[config.mk]
export PLATFORM = sky130hd
export DESIGN_NAME = quoted_string_escape_decoder
export DESIGN_NICKNAME = d
export VERILOG_FILES = /design/src/sv/qsed_pkg.sv /design/src/sv/qsed_decode.sv /design/src/sv/qsed_out_queue.sv /design/src/sv/quoted_string_escape_decoder.sv
export VERILOG_INCLUDE_DIRS = /design/src /design/src/sv
export SDC_FILE = /design/constraint.sdc
export NUM_CORES = 1
export LEC_CHECK = 0
export ABC_AREA = 0
export BUFFER_PORTS_ARGS = -buffer_cell sky130_fd_sc_hd__buf_2
export CORE_AREA = 4 4 85 147
export CTS_CLUSTER_SIZE = 20
export DETAILED_ROUTE_END_ITERATION = 8
export DIE_AREA = 0 0 89 151
export PLACE_DENSITY = 0.68
export SLEW_MARGIN = 20
export SYNTH_ARGS = -nofsm -noshare
export SYNTH_HDL_FRONTEND = slang
export SYNTH_SLANG_ARGS = --single-unit
export TNS_END_PERCENT = 50
[constraint.sdc]
create_clock -name clk -period 11.3 [get_ports clk]
set_clock_uncertainty 0.1 [all_clocks]
set_input_delay 1.13 -clock clk [delete_from_list [all_inputs] [get_ports clk]]
set_output_delay 1.13 -clock clk [all_outputs]
set_load 0.01 [all_outputs]
[src/sv/assert_macros.svh]
// ----------------------------------------------------------------------------
// assertion macros
// shared concurrent assertion forms for the escape decoder rtl
// ----------------------------------------------------------------------------
`ifndef ASSERT_MACROS_SVH
`define ASSERT_MACROS_SVH

// property must hold at every clock edge outside reset
`define ASSERT_CLK(label, clk, rst_n, prop, msg) \
    label: assert property (@(posedge clk) disable iff (!rst_n) prop) \
        else $error(msg);

// condition must never be seen outside reset
`define ASSERT_NEVER(label, clk, rst_n, cond, msg) \
    label: assert property (@(posedge clk) disable iff (!rst_n) !(cond)) \
        else $error(msg);

`endif

[src/sv/qsed_pkg.sv]
// ----------------------------------------------------------------------------
// qsed_pkg
// types, codes and character helpers for the quoted string escape decoder
// ----------------------------------------------------------------------------
package qsed_pkg;

    typedef enum logic [2:0] {
        PH_OPEN = 3'd0,
        PH_BODY = 3'd1,
        PH_ESC  = 3'd2,
        PH_OCT  = 3'd3,
        PH_HEX  = 3'd4
    } phase_t;

    localparam logic [2:0] ST_OK            = 3'd0;
    localparam logic [2:0] ST_NOT_QUOTED    = 3'd1;
    localparam logic [2:0] ST_UNKNOWN_ESC   = 3'd2;
    localparam logic [2:0] ST_OCT_RANGE     = 3'd3;
    localparam logic [2:0] ST_HEX_NO_DIGITS = 3'd4;
    localparam logic [2:0] ST_HEX_RANGE     = 3'd5;

    localparam logic [7:0] CH_SQUOTE  = 8'h27;
    localparam logic [7:0] CH_DQUOTE  = 8'h22;
    localparam logic [7:0] CH_BSLASH  = 8'h5C;
    localparam logic [7:0] CH_LOWER_E = 8'h65;
    localparam logic [7:0] CH_LOWER_N = 8'h6E;
    localparam logic [7:0] CH_LOWER_R = 8'h72;
    localparam logic [7:0] CH_LOWER_X = 8'h78;
    localparam logic [7:0] CH_ZERO    = 8'h30;
    localparam logic [7:0] CH_SEVEN   = 8'h37;
    localparam logic [7:0] CH_NINE    = 8'h39;
    localparam logic [7:0] CH_LOWER_A = 8'h61;
    localparam logic [7:0] CH_LOWER_F = 8'h66;
    localparam logic [7:0] CH_UPPER_A = 8'h41;
    localparam logic [7:0] CH_UPPER_F = 8'h46;

    localparam logic [7:0] CODE_ESC = 8'h1B;
    localparam logic [7:0] CODE_LF  = 8'h0A;
    localparam logic [7:0] CODE_CR  = 8'h0D;

    localparam int QUEUE_DEPTH = 4;
    localparam int QUEUE_AW    = $clog2(QUEUE_DEPTH);

    typedef struct packed {
        logic [7:0] data;
        logic       eos;
        logic [2:0] status;
    } res_t;

    typedef struct packed {
        logic v0;
        logic v1;
        res_t r0;
        res_t r1;
    } push_t;

    function automatic logic is_quote(input logic [7:0] b);
        is_quote = (b == CH_SQUOTE) || (b == CH_DQUOTE);
    endfunction

    function automatic logic is_oct_digit(input logic [7:0] b);
        is_oct_digit = (b >= CH_ZERO) && (b <= CH_SEVEN);
    endfunction

    function automatic logic is_hex_digit(input logic [7:0] b);
        is_hex_digit = ((b >= CH_ZERO) && (b <= CH_NINE))
                    || ((b >= CH_LOWER_A) && (b <= CH_LOWER_F))
                    || ((b >= CH_UPPER_A) && (b <= CH_UPPER_F));
    endfunction

    // letters a-f and A-F share the low nibble 1..6
    function automatic logic [3:0] hex_value(input logic [7:0] b);
        if (b <= CH_NINE)
        begin
            hex_value = b[3:0];
        end
        else
        begin
            hex_value = b[3:0] + 4'd9;
        end
    endfunction

endpackage

[src/sv/qsed_decode.sv]
// ----------------------------------------------------------------------------
// qsed_decode
// literal state and single pass decode of one held byte into up to two results
// ----------------------------------------------------------------------------
`include "assert_macros.svh"

module qsed_decode (
    input  logic               clk,
    input  logic               rst_n,
    input  logic               fire,
    input  logic [7:0]         in_data,
    input  logic               in_last,
    output qsed_pkg::push_t    push
);

    qsed_pkg::phase_t phase_reg, phase_next;
    logic [7:0] open_quote_reg, open_quote_next;
    logic [7:0] escape_value_reg, escape_value_next;
    logic       value_overflow_reg, value_overflow_next;
    logic       digit_seen_reg, digit_seen_next;
    logic [2:0] first_error_reg, first_error_next;

    always_ff @(posedge clk or negedge rst_n)
    begin
        if (!rst_n)
        begin
            phase_reg          <= qsed_pkg::PH_OPEN;
            open_quote_reg     <= '0;
            escape_value_reg   <= '0;
            value_overflow_reg <= 1'b0;
            digit_seen_reg     <= 1'b0;
            first_error_reg    <= qsed_pkg::ST_OK;
        end
        else
        begin
            phase_reg          <= phase_next;
            open_quote_reg     <= open_quote_next;
            escape_value_reg   <= escape_value_next;
            value_overflow_reg <= value_overflow_next;
            digit_seen_reg     <= digit_seen_next;
            first_error_reg    <= first_error_next;
        end
    end

    always_comb
    begin
        qsed_pkg::phase_t ph;
        logic [2:0]  err;
        logic        done;
        logic        dig_ok;
        logic [3:0]  dig;
        logic [11:0] acc;
        logic        va;
        logic        vb;
        qsed_pkg::res_t ra;
        qsed_pkg::res_t rb;

        phase_next          = phase_reg;
        open_quote_next     = open_quote_reg;
        escape_value_next   = escape_value_reg;
        value_overflow_next = value_overflow_reg;
        digit_seen_next     = digit_seen_reg;
        first_error_next    = first_error_reg;

        ph     = phase_reg;
        err    = first_error_reg;
        done   = 1'b0;
        dig_ok = 1'b0;
        dig    = '0;
        acc    = '0;
        va     = 1'b0;
        vb     = 1'b0;
        ra     = '{data: escape_value_reg, eos: 1'b0, status: qsed_pkg::ST_OK};
        rb     = '{data: in_data, eos: 1'b0, status: qsed_pkg::ST_OK};

        if (fire)
        begin
            if (phase_reg == qsed_pkg::PH_OPEN)
            begin
                open_quote_next = in_data;
                phase_next      = qsed_pkg::PH_BODY;
                if (!qsed_pkg::is_quote(in_data))
                begin
                    first_error_next = qsed_pkg::ST_NOT_QUOTED;
                end
                if (in_last)
                begin
                    vb = 1'b1;
                    rb = '{data: 8'd0, eos: 1'b1, status: qsed_pkg::ST_NOT_QUOTED};
                    phase_next          = qsed_pkg::PH_OPEN;
                    open_quote_next     = '0;
                    escape_value_next   = '0;
                    value_overflow_next = 1'b0;
                    digit_seen_next     = 1'b0;
                    first_error_next    = qsed_pkg::ST_OK;
                end
            end
            else
            begin
                // open numeric escape: take a digit or terminate
                if (ph == qsed_pkg::PH_OCT || ph == qsed_pkg::PH_HEX)
                begin
                    if (ph == qsed_pkg::PH_OCT)
                    begin
                        dig_ok = qsed_pkg::is_oct_digit(in_data);
                        dig    = {1'b0, in_data[2:0]};
                        acc    = {1'b0, escape_value_reg, 3'b000} + {8'd0, dig};
                    end
                    else
                    begin
                        dig_ok = qsed_pkg::is_hex_digit(in_data);
                        dig    = qsed_pkg::hex_value(in_data);
                        acc    = {escape_value_reg, 4'b0000} + {8'd0, dig};
                    end
                    if (dig_ok && !in_last)
                    begin
                        escape_value_next   = acc[7:0];
                        value_overflow_next = value_overflow_reg | (acc[11:8] != 4'd0);
                        digit_seen_next     = 1'b1;
                        done                = 1'b1;
                    end
                    else
                    begin
                        if (ph == qsed_pkg::PH_HEX && !digit_seen_reg)
                        begin
                            err = qsed_pkg::ST_HEX_NO_DIGITS;
                        end
                        else if (value_overflow_reg)
                        begin
                            err = (ph == qsed_pkg::PH_OCT) ? qsed_pkg::ST_OCT_RANGE
                                                           : qsed_pkg::ST_HEX_RANGE;
                        end
                        else
                        begin
                            va = 1'b1;
                        end
                        ph = qsed_pkg::PH_BODY;
                    end
                end

                if (!done)
                begin
                    if (in_last)
                    begin
                        if (err == qsed_pkg::ST_OK && ph == qsed_pkg::PH_ESC)
                        begin
                            err = qsed_pkg::ST_UNKNOWN_ESC;
                        end
                        vb = 1'b1;
                        rb.data = 8'd0;
                        rb.eos  = 1'b1;
                        if (qsed_pkg::is_quote(open_quote_reg) && in_data == open_quote_reg)
                        begin
                            rb.status = err;
                        end
                        else
                        begin
                            rb.status = qsed_pkg::ST_NOT_QUOTED;
                        end
                        phase_next          = qsed_pkg::PH_OPEN;
                        open_quote_next     = '0;
                        escape_value_next   = '0;
                        value_overflow_next = 1'b0;
                        digit_seen_next     = 1'b0;
                        first_error_next    = qsed_pkg::ST_OK;
                    end
                    else
                    begin
                        if (err != qsed_pkg::ST_OK)
                        begin
                            // bytes after an error are dropped
                        end
                        else if (ph == qsed_pkg::PH_ESC)
                        begin
                            ph = qsed_pkg::PH_BODY;
                            case (in_data)
                                qsed_pkg::CH_LOWER_E:
                                begin
                                    vb = 1'b1;
                                    rb.data = qsed_pkg::CODE_ESC;
                                end
                                qsed_pkg::CH_LOWER_N:
                                begin
                                    vb = 1'b1;
                                    rb.data = qsed_pkg::CODE_LF;
                                end
                                qsed_pkg::CH_LOWER_R:
                                begin
                                    vb = 1'b1;
                                    rb.data = qsed_pkg::CODE_CR;
                                end
                                qsed_pkg::CH_BSLASH,
                                qsed_pkg::CH_SQUOTE,
                                qsed_pkg::CH_DQUOTE:
                                begin
                                    vb = 1'b1;
                                end
                                qsed_pkg::CH_LOWER_X:
                                begin
                                    escape_value_next   = '0;
                                    value_overflow_next = 1'b0;
                                    digit_seen_next     = 1'b0;
                                    ph                  = qsed_pkg::PH_HEX;
                                end
                                default:
                                begin
                                    if (qsed_pkg::is_oct_digit(in_data))
                                    begin
                                        escape_value_next   = {5'd0, in_data[2:0]};
                                        value_overflow_next = 1'b0;
                                        digit_seen_next     = 1'b1;
                                        ph                  = qsed_pkg::PH_OCT;
                                    end
                                    else
                                    begin
                                        err = qsed_pkg::ST_UNKNOWN_ESC;
                                    end
                                end
                            endcase
                        end
                        else if (in_data == qsed_pkg::CH_BSLASH)
                        begin
                            ph = qsed_pkg::PH_ESC;
                        end
                        else
                        begin
                            vb = 1'b1;
                        end
                        phase_next       = ph;
                        first_error_next = err;
                    end
                end
            end
        end

        // pack results so that slot 0 is filled first
        push.v0 = va | vb;
        push.v1 = va & vb;
        push.r0 = va ? ra : rb;
        push.r1 = rb;
    end

    `ASSERT_CLK(a_end_resets_phase, clk, rst_n,
        fire && ((push.v0 && push.r0.eos) || (push.v1 && push.r1.eos))
        |=> phase_reg == qsed_pkg::PH_OPEN,
        "end beat did not return decoder to opening quote")
    `ASSERT_CLK(a_data_without_error, clk, rst_n,
        push.v0 && !push.r0.eos |-> first_error_reg == qsed_pkg::ST_OK,
        "data beat emitted after an error")
    `ASSERT_CLK(a_pair_from_numeric, clk, rst_n,
        push.v1 |-> (phase_reg == qsed_pkg::PH_OCT || phase_reg == qsed_pkg::PH_HEX),
        "two results without a numeric escape being closed")

endmodule

[src/sv/qsed_out_queue.sv]
// ----------------------------------------------------------------------------
// qsed_out_queue
// small result queue taking up to two beats a cycle and giving one while out_ready is high
// ----------------------------------------------------------------------------
`include "assert_macros.svh"

module qsed_out_queue (
    input  logic               clk,
    input  logic               rst_n,
    input  qsed_pkg::push_t    push,
    output logic               room,
    output logic               out_valid,
    input  logic               out_ready,
    output qsed_pkg::res_t     out_res
);

    localparam int AW = qsed_pkg::QUEUE_AW;

    qsed_pkg::res_t mem_reg [qsed_pkg::QUEUE_DEPTH];

    logic [AW-1:0] wr_ptr_reg, wr_ptr_next;
    logic [AW-1:0] rd_ptr_reg, rd_ptr_next;
    logic [AW:0]   count_reg, count_next;
    logic [AW-1:0] wr_ptr_inc;
    logic [1:0]    push_n;
    logic          pop;

    assign wr_ptr_inc = wr_ptr_reg + AW'(1);
    assign push_n     = {1'b0, push.v0} + {1'b0, push.v1};
    assign pop        = out_valid && out_ready;
    assign out_valid  = count_reg != '0;
    assign out_res    = mem_reg[rd_ptr_reg];
    assign room       = count_reg <= (AW+1)'(qsed_pkg::QUEUE_DEPTH - 2);

    assign wr_ptr_next = wr_ptr_reg + AW'(push_n);
    assign rd_ptr_next = rd_ptr_reg + AW'(pop);
    assign count_next  = count_reg + (AW+1)'(push_n) - (AW+1)'(pop);

    always_ff @(posedge clk or negedge rst_n)
    begin
        if (!rst_n)
        begin
            wr_ptr_reg <= '0;
            rd_ptr_reg <= '0;
            count_reg  <= '0;
        end
        else
        begin
            wr_ptr_reg <= wr_ptr_next;
            rd_ptr_reg <= rd_ptr_next;
            count_reg  <= count_next;
        end
    end

    always_ff @(posedge clk)
    begin
        if (push.v0)
        begin
            mem_reg[wr_ptr_reg] <= push.r0;
        end
        if (push.v1)
        begin
            mem_reg[wr_ptr_inc] <= push.r1;
        end
    end

    `ASSERT_CLK(a_ptr_count_match, clk, rst_n,
        AW'(wr_ptr_reg - rd_ptr_reg) == count_reg[AW-1:0],
        "queue pointers disagree with fill count")
    `ASSERT_NEVER(a_push_without_room, clk, rst_n,
        push.v0 && !room,
        "result pushed into queue without room for a pair")
    `ASSERT_NEVER(a_count_over_depth, clk, rst_n,
        count_reg > (AW+1)'(qsed_pkg::QUEUE_DEPTH),
        "queue fill count beyond depth")

endmodule

[src/sv/quoted_string_escape_decoder.sv]
// ----------------------------------------------------------------------------
// quoted_string_escape_decoder
// decodes the escapes of one quoted literal per frame and closes each frame
// with a status beat
//
//   channel   dir   beat payload
//   s_axis    in    tdata = in_byte, tlast = is_last
//   m_axis    out   tdata = out_byte, tlast = end_of_string, tuser = status
//
// one input beat per cycle while the queue has room; each taken beat is held in an input register
// and decoded from there into the result queue, which feeds m_axis
// a numeric escape closed by the next byte can give two output beats for that byte
// the four entry result queue lets s_axis run on while m_axis stalls; s_axis
// stalls once more than two results wait
// reset returns the decoder to awaiting an opening quote and empties the queue
// ----------------------------------------------------------------------------
module quoted_string_escape_decoder (
    input  logic       clk,
    input  logic       rst_n,
    input  logic       s_axis_tvalid,
    output logic       s_axis_tready,
    input  logic [7:0] s_axis_tdata,   // [7:0] in_byte
    input  logic       s_axis_tlast,
    output logic       m_axis_tvalid,
    input  logic       m_axis_tready,
    output logic [7:0] m_axis_tdata,   // [7:0] out_byte
    output logic       m_axis_tlast,
    output logic [2:0] m_axis_tuser    // [2:0] status
);

    logic       in_valid_reg, in_valid_next;
    logic [7:0] in_data_reg;
    logic       in_last_reg;
    logic       room;
    logic       fire;
    logic       s_accept;

    qsed_pkg::push_t push;
    qsed_pkg::res_t  out_res;

    assign fire          = in_valid_reg && room;
    assign s_axis_tready = !in_valid_reg || fire;
    assign s_accept      = s_axis_tvalid && s_axis_tready;

    always_comb
    begin
        in_valid_next = in_valid_reg;
        if (s_accept)
        begin
            in_valid_next = 1'b1;
        end
        else if (fire)
        begin
            in_valid_next = 1'b0;
        end
    end

    always_ff @(posedge clk or negedge rst_n)
    begin
        if (!rst_n)
        begin
            in_valid_reg <= 1'b0;
        end
        else
        begin
            in_valid_reg <= in_valid_next;
        end
    end

    always_ff @(posedge clk)
    begin
        if (s_accept)
        begin
            in_data_reg <= s_axis_tdata;
            in_last_reg <= s_axis_tlast;
        end
    end

    qsed_decode u_decode (
        .clk     (clk),
        .rst_n   (rst_n),
        .fire    (fire),
        .in_data (in_data_reg),
        .in_last (in_last_reg),
        .push    (push)
    );

    qsed_out_queue u_queue (
        .clk       (clk),
        .rst_n     (rst_n),
        .push      (push),
        .room      (room),
        .out_valid (m_axis_tvalid),
        .out_ready (m_axis_tready),
        .out_res   (out_res)
    );

    assign m_axis_tdata = out_res.data;
    assign m_axis_tlast = out_res.eos;
    assign m_axis_tuser = out_res.status;

endmodule
==> metrics <==
share of total power in the clock network=roughly 24%; final net count=~480; antenna violations before repair=0; Synth cell types=72; Buffers on Ports=26; status=finished, final reports clean; Comb power frac=33.4%; Pins Over Slew Limit=0; VDD IR max=0.0000920 V; Die Height=151 um; initial core utilization=44.0%; Synth Area in XOR/XNOR=about 1.0%; Post-synth EDFFs=57; Max FO, Critical Path=10; Avg Synthesized Cell Area=11.5 um2; worst-margin pin slew=between 1 and 1.5 ns; main combinational cell family by area after synthesis=simple AND/OR/NAND/NOR gates; GRT Overall Usage=between 15 and 20%; via count=3604; Pwr Density=228 nW/um2; gr ovfl total=0; Initial DRT Pass Iterations=4; RSZ-0062 raised after global routing=false; num rows=52; share of the synthesized area in the top cell type=34.2%; Internal Power=824 uW; critical path required time=11.29 ns; Die X=89 um; layout cell share with drive strength beyond 1=around 23%; Core Area=11400 um2; first-pass GRT wire length=19500 um; Data arrival, critical path=4.68 ns; Crit. End Element=flip-flop; Tmin final=4.69 ns; Cell Area, Synth=5010 um2; simple-gate portion of the synthesized area=between 15 and 20%; H-tree depth=3; sw frac=34.8%; YS warnings=0; I/O pins=27; Syn Inst Count=approximately 430; Synth Flop Type=edfxtp_1; # hold bufs at CTS=0; Skew-Pair Late Insertion Delay=roughly 0.34 ns; Routed Antenna Nets=0; period utilisation layout=between 40% and 50%; largest net degree at the start of global routing=33; initial DRC count=around 190; placed instance count=574; Post-Layout Cell Count=590; Sequential Power Share=between 40% and 50%; Final Hold Vio Count=0; Synth Area in Compound Gates=13.4%; Setup CP Type=reg -> reg; clock sink total=89; Seq cells post-synth=89; cells taking the most area after synthesis=edfxtp_1, dfrtp_1, mux2_2, mux4_2, ha_1; PostCTS Resize Cnt=0; cts bufs inserted=9; ANT cells=0; leading area contributor after synthesis=edfxtp_1; sequential area share after synthesis=50.1%; fraction of registers with async set/reset=36.0%; Max Root-Sink Buffers=2; CTS root buf=clkbuf_16; FILL cells=1013; post-synthesis mux area share=13.8%; Post-Synth Adder-Cell Area=3.15%; Hold/Removal Path Class=reg -> reg; vias in the first global route=3743; via/cell ratio=6.11; syn nets=approximately 460; TNS Setup=0 ns; Worst setup SP type=flip-flop; drt wl/cell=21.1 um; post-CTS setup buffer count=0; final WL=roughly 12000 um; Area Overhead vs Synth=10.5%; relative slew slack=28.3%; maxcap violations=0; Detail Placement HPWL=around 9400 um; DRC=0; Fmax achieved=about 0.21 GHz; final setup violation count=0; P_leak=0.00212 uW; CTS tree=done; clk slew on worst S/H paths=0.07 ns; Largest register FFs=48; Die Area=13400 um2; Final Wtd Congestion=around 0.96; sw power=439 uW
## metrics by stage
stage	instance area (um2)	util [%]	total power (uW)	hold WS (ns)	setup slack (ns)
CTS	5540	48.6	1270	0.401	6.63
global placement	5230	45.9	952	0.379	6.75
detailed placement	5230	45.9	966	0.388	6.66
finish	5540	48.6	1260	0.397	6.61
global route	5540	48.6	1330	0.426	6.34
floorplan	5010	-	823	0.361	7.30
## synth_stat cells (all sizes together), types with 11 or more instances
cell type	instances
nor3	16
mux2	33
o21ai	27
mux4	12
edfxtp	57
nand2	30
dfrtp	32
nor2	36
inv	15
clkbuf	14
a21oi	20
ha	11
## power by group through the flow
stage          Clock [uW]  Combinational, uW  Sequential, uW
6_report              308                422             533
3_3_place_gp            0                416             536
5_1_grt               323                465             544
2_1_floorplan           0                344             479
4_1_cts               312                428             534
3_5_place_dp            0                425             541
## worst paths after layout
check	start	end	slack, ns	cells after the start
max	in_data_reg[1]	u_queue.mem_reg[1][4]	6.61	13
min	u_queue.count_reg[2]	u_queue.count_reg[2]	0.40	1
max reg2reg	in_data_reg[1]	u_queue.mem_reg[1][4]	6.61	13
min reg2reg	u_queue.count_reg[2]	u_queue.count_reg[2]	0.40	1
max in group asynchronous	rst_n	u_decode.escape_value_reg[1]	9.83	1
min in group asynchronous	rst_n	u_decode.phase_reg[1]	0.75	1
## routing by layer
layer,GRT usage (%),part of all wire [%],up-vias
met3,2.29,2.9,41
met5,0,0,-
met2,36.5,57,100
met1,20.1,36,1786
met4,11.0,4.6,0
li1,-,-,1677
## cells by family (layout without fill, tap and decap cells)
logic type,count (synthesis),after routing
AOI/OAI and AO/OA,96,96
xor gates and xnor gates,6,6
adders and majority gates,12,12
buffers and inverters,38,59
DFF,89,89
muxes,50,50
and+or+nand+nor,143,143
## final cells by class
| cell class | instances | area [um2] | area share, % |
|---|---|---|---|
| flip-flops and latches | 89 | 2510 | 45.4 |
| multi-input cells | 307 | 2350 | 42.4 |
| clock buffers | 11 | 243 | 4.38 |
| well taps | 135 | 169 | 3.05 |
| repair buffers | 28 | 145 | 2.62 |
| clock inverters | 5 | 62.6 | 1.13 |
| inverters | 15 | 56.3 | 1.02 |
## worst max-delay path, stage by stage, from the launching register on
cell	delay, ns
edfxtp_1	0.49
inv_1	0.15
ha_1	0.25
or4b_1	0.54
and4_1	0.29
o21ai_4	0.29
nand3_1	0.17
and3_1	0.21
o31a_1	0.28
ha_1	0.25
inv_1	0.11
or3_1	0.13
nor2b_1	0.75
mux2_2	0.42
## layout by cell type, fill, tap and decap left out, drive strengths merged, types with 9 or more instances in the layout
cell type	count
edfxtp	57
nor2	36
mux2	33
dfrtp	32
nand2	30
buf	28
o21ai	27
a21oi	20
inv	17
nor3	16
mux4	12
ha	11
clkbuf	11
a22o	9
and2	9
nand3	9
(Power assumes the default switching activity.)
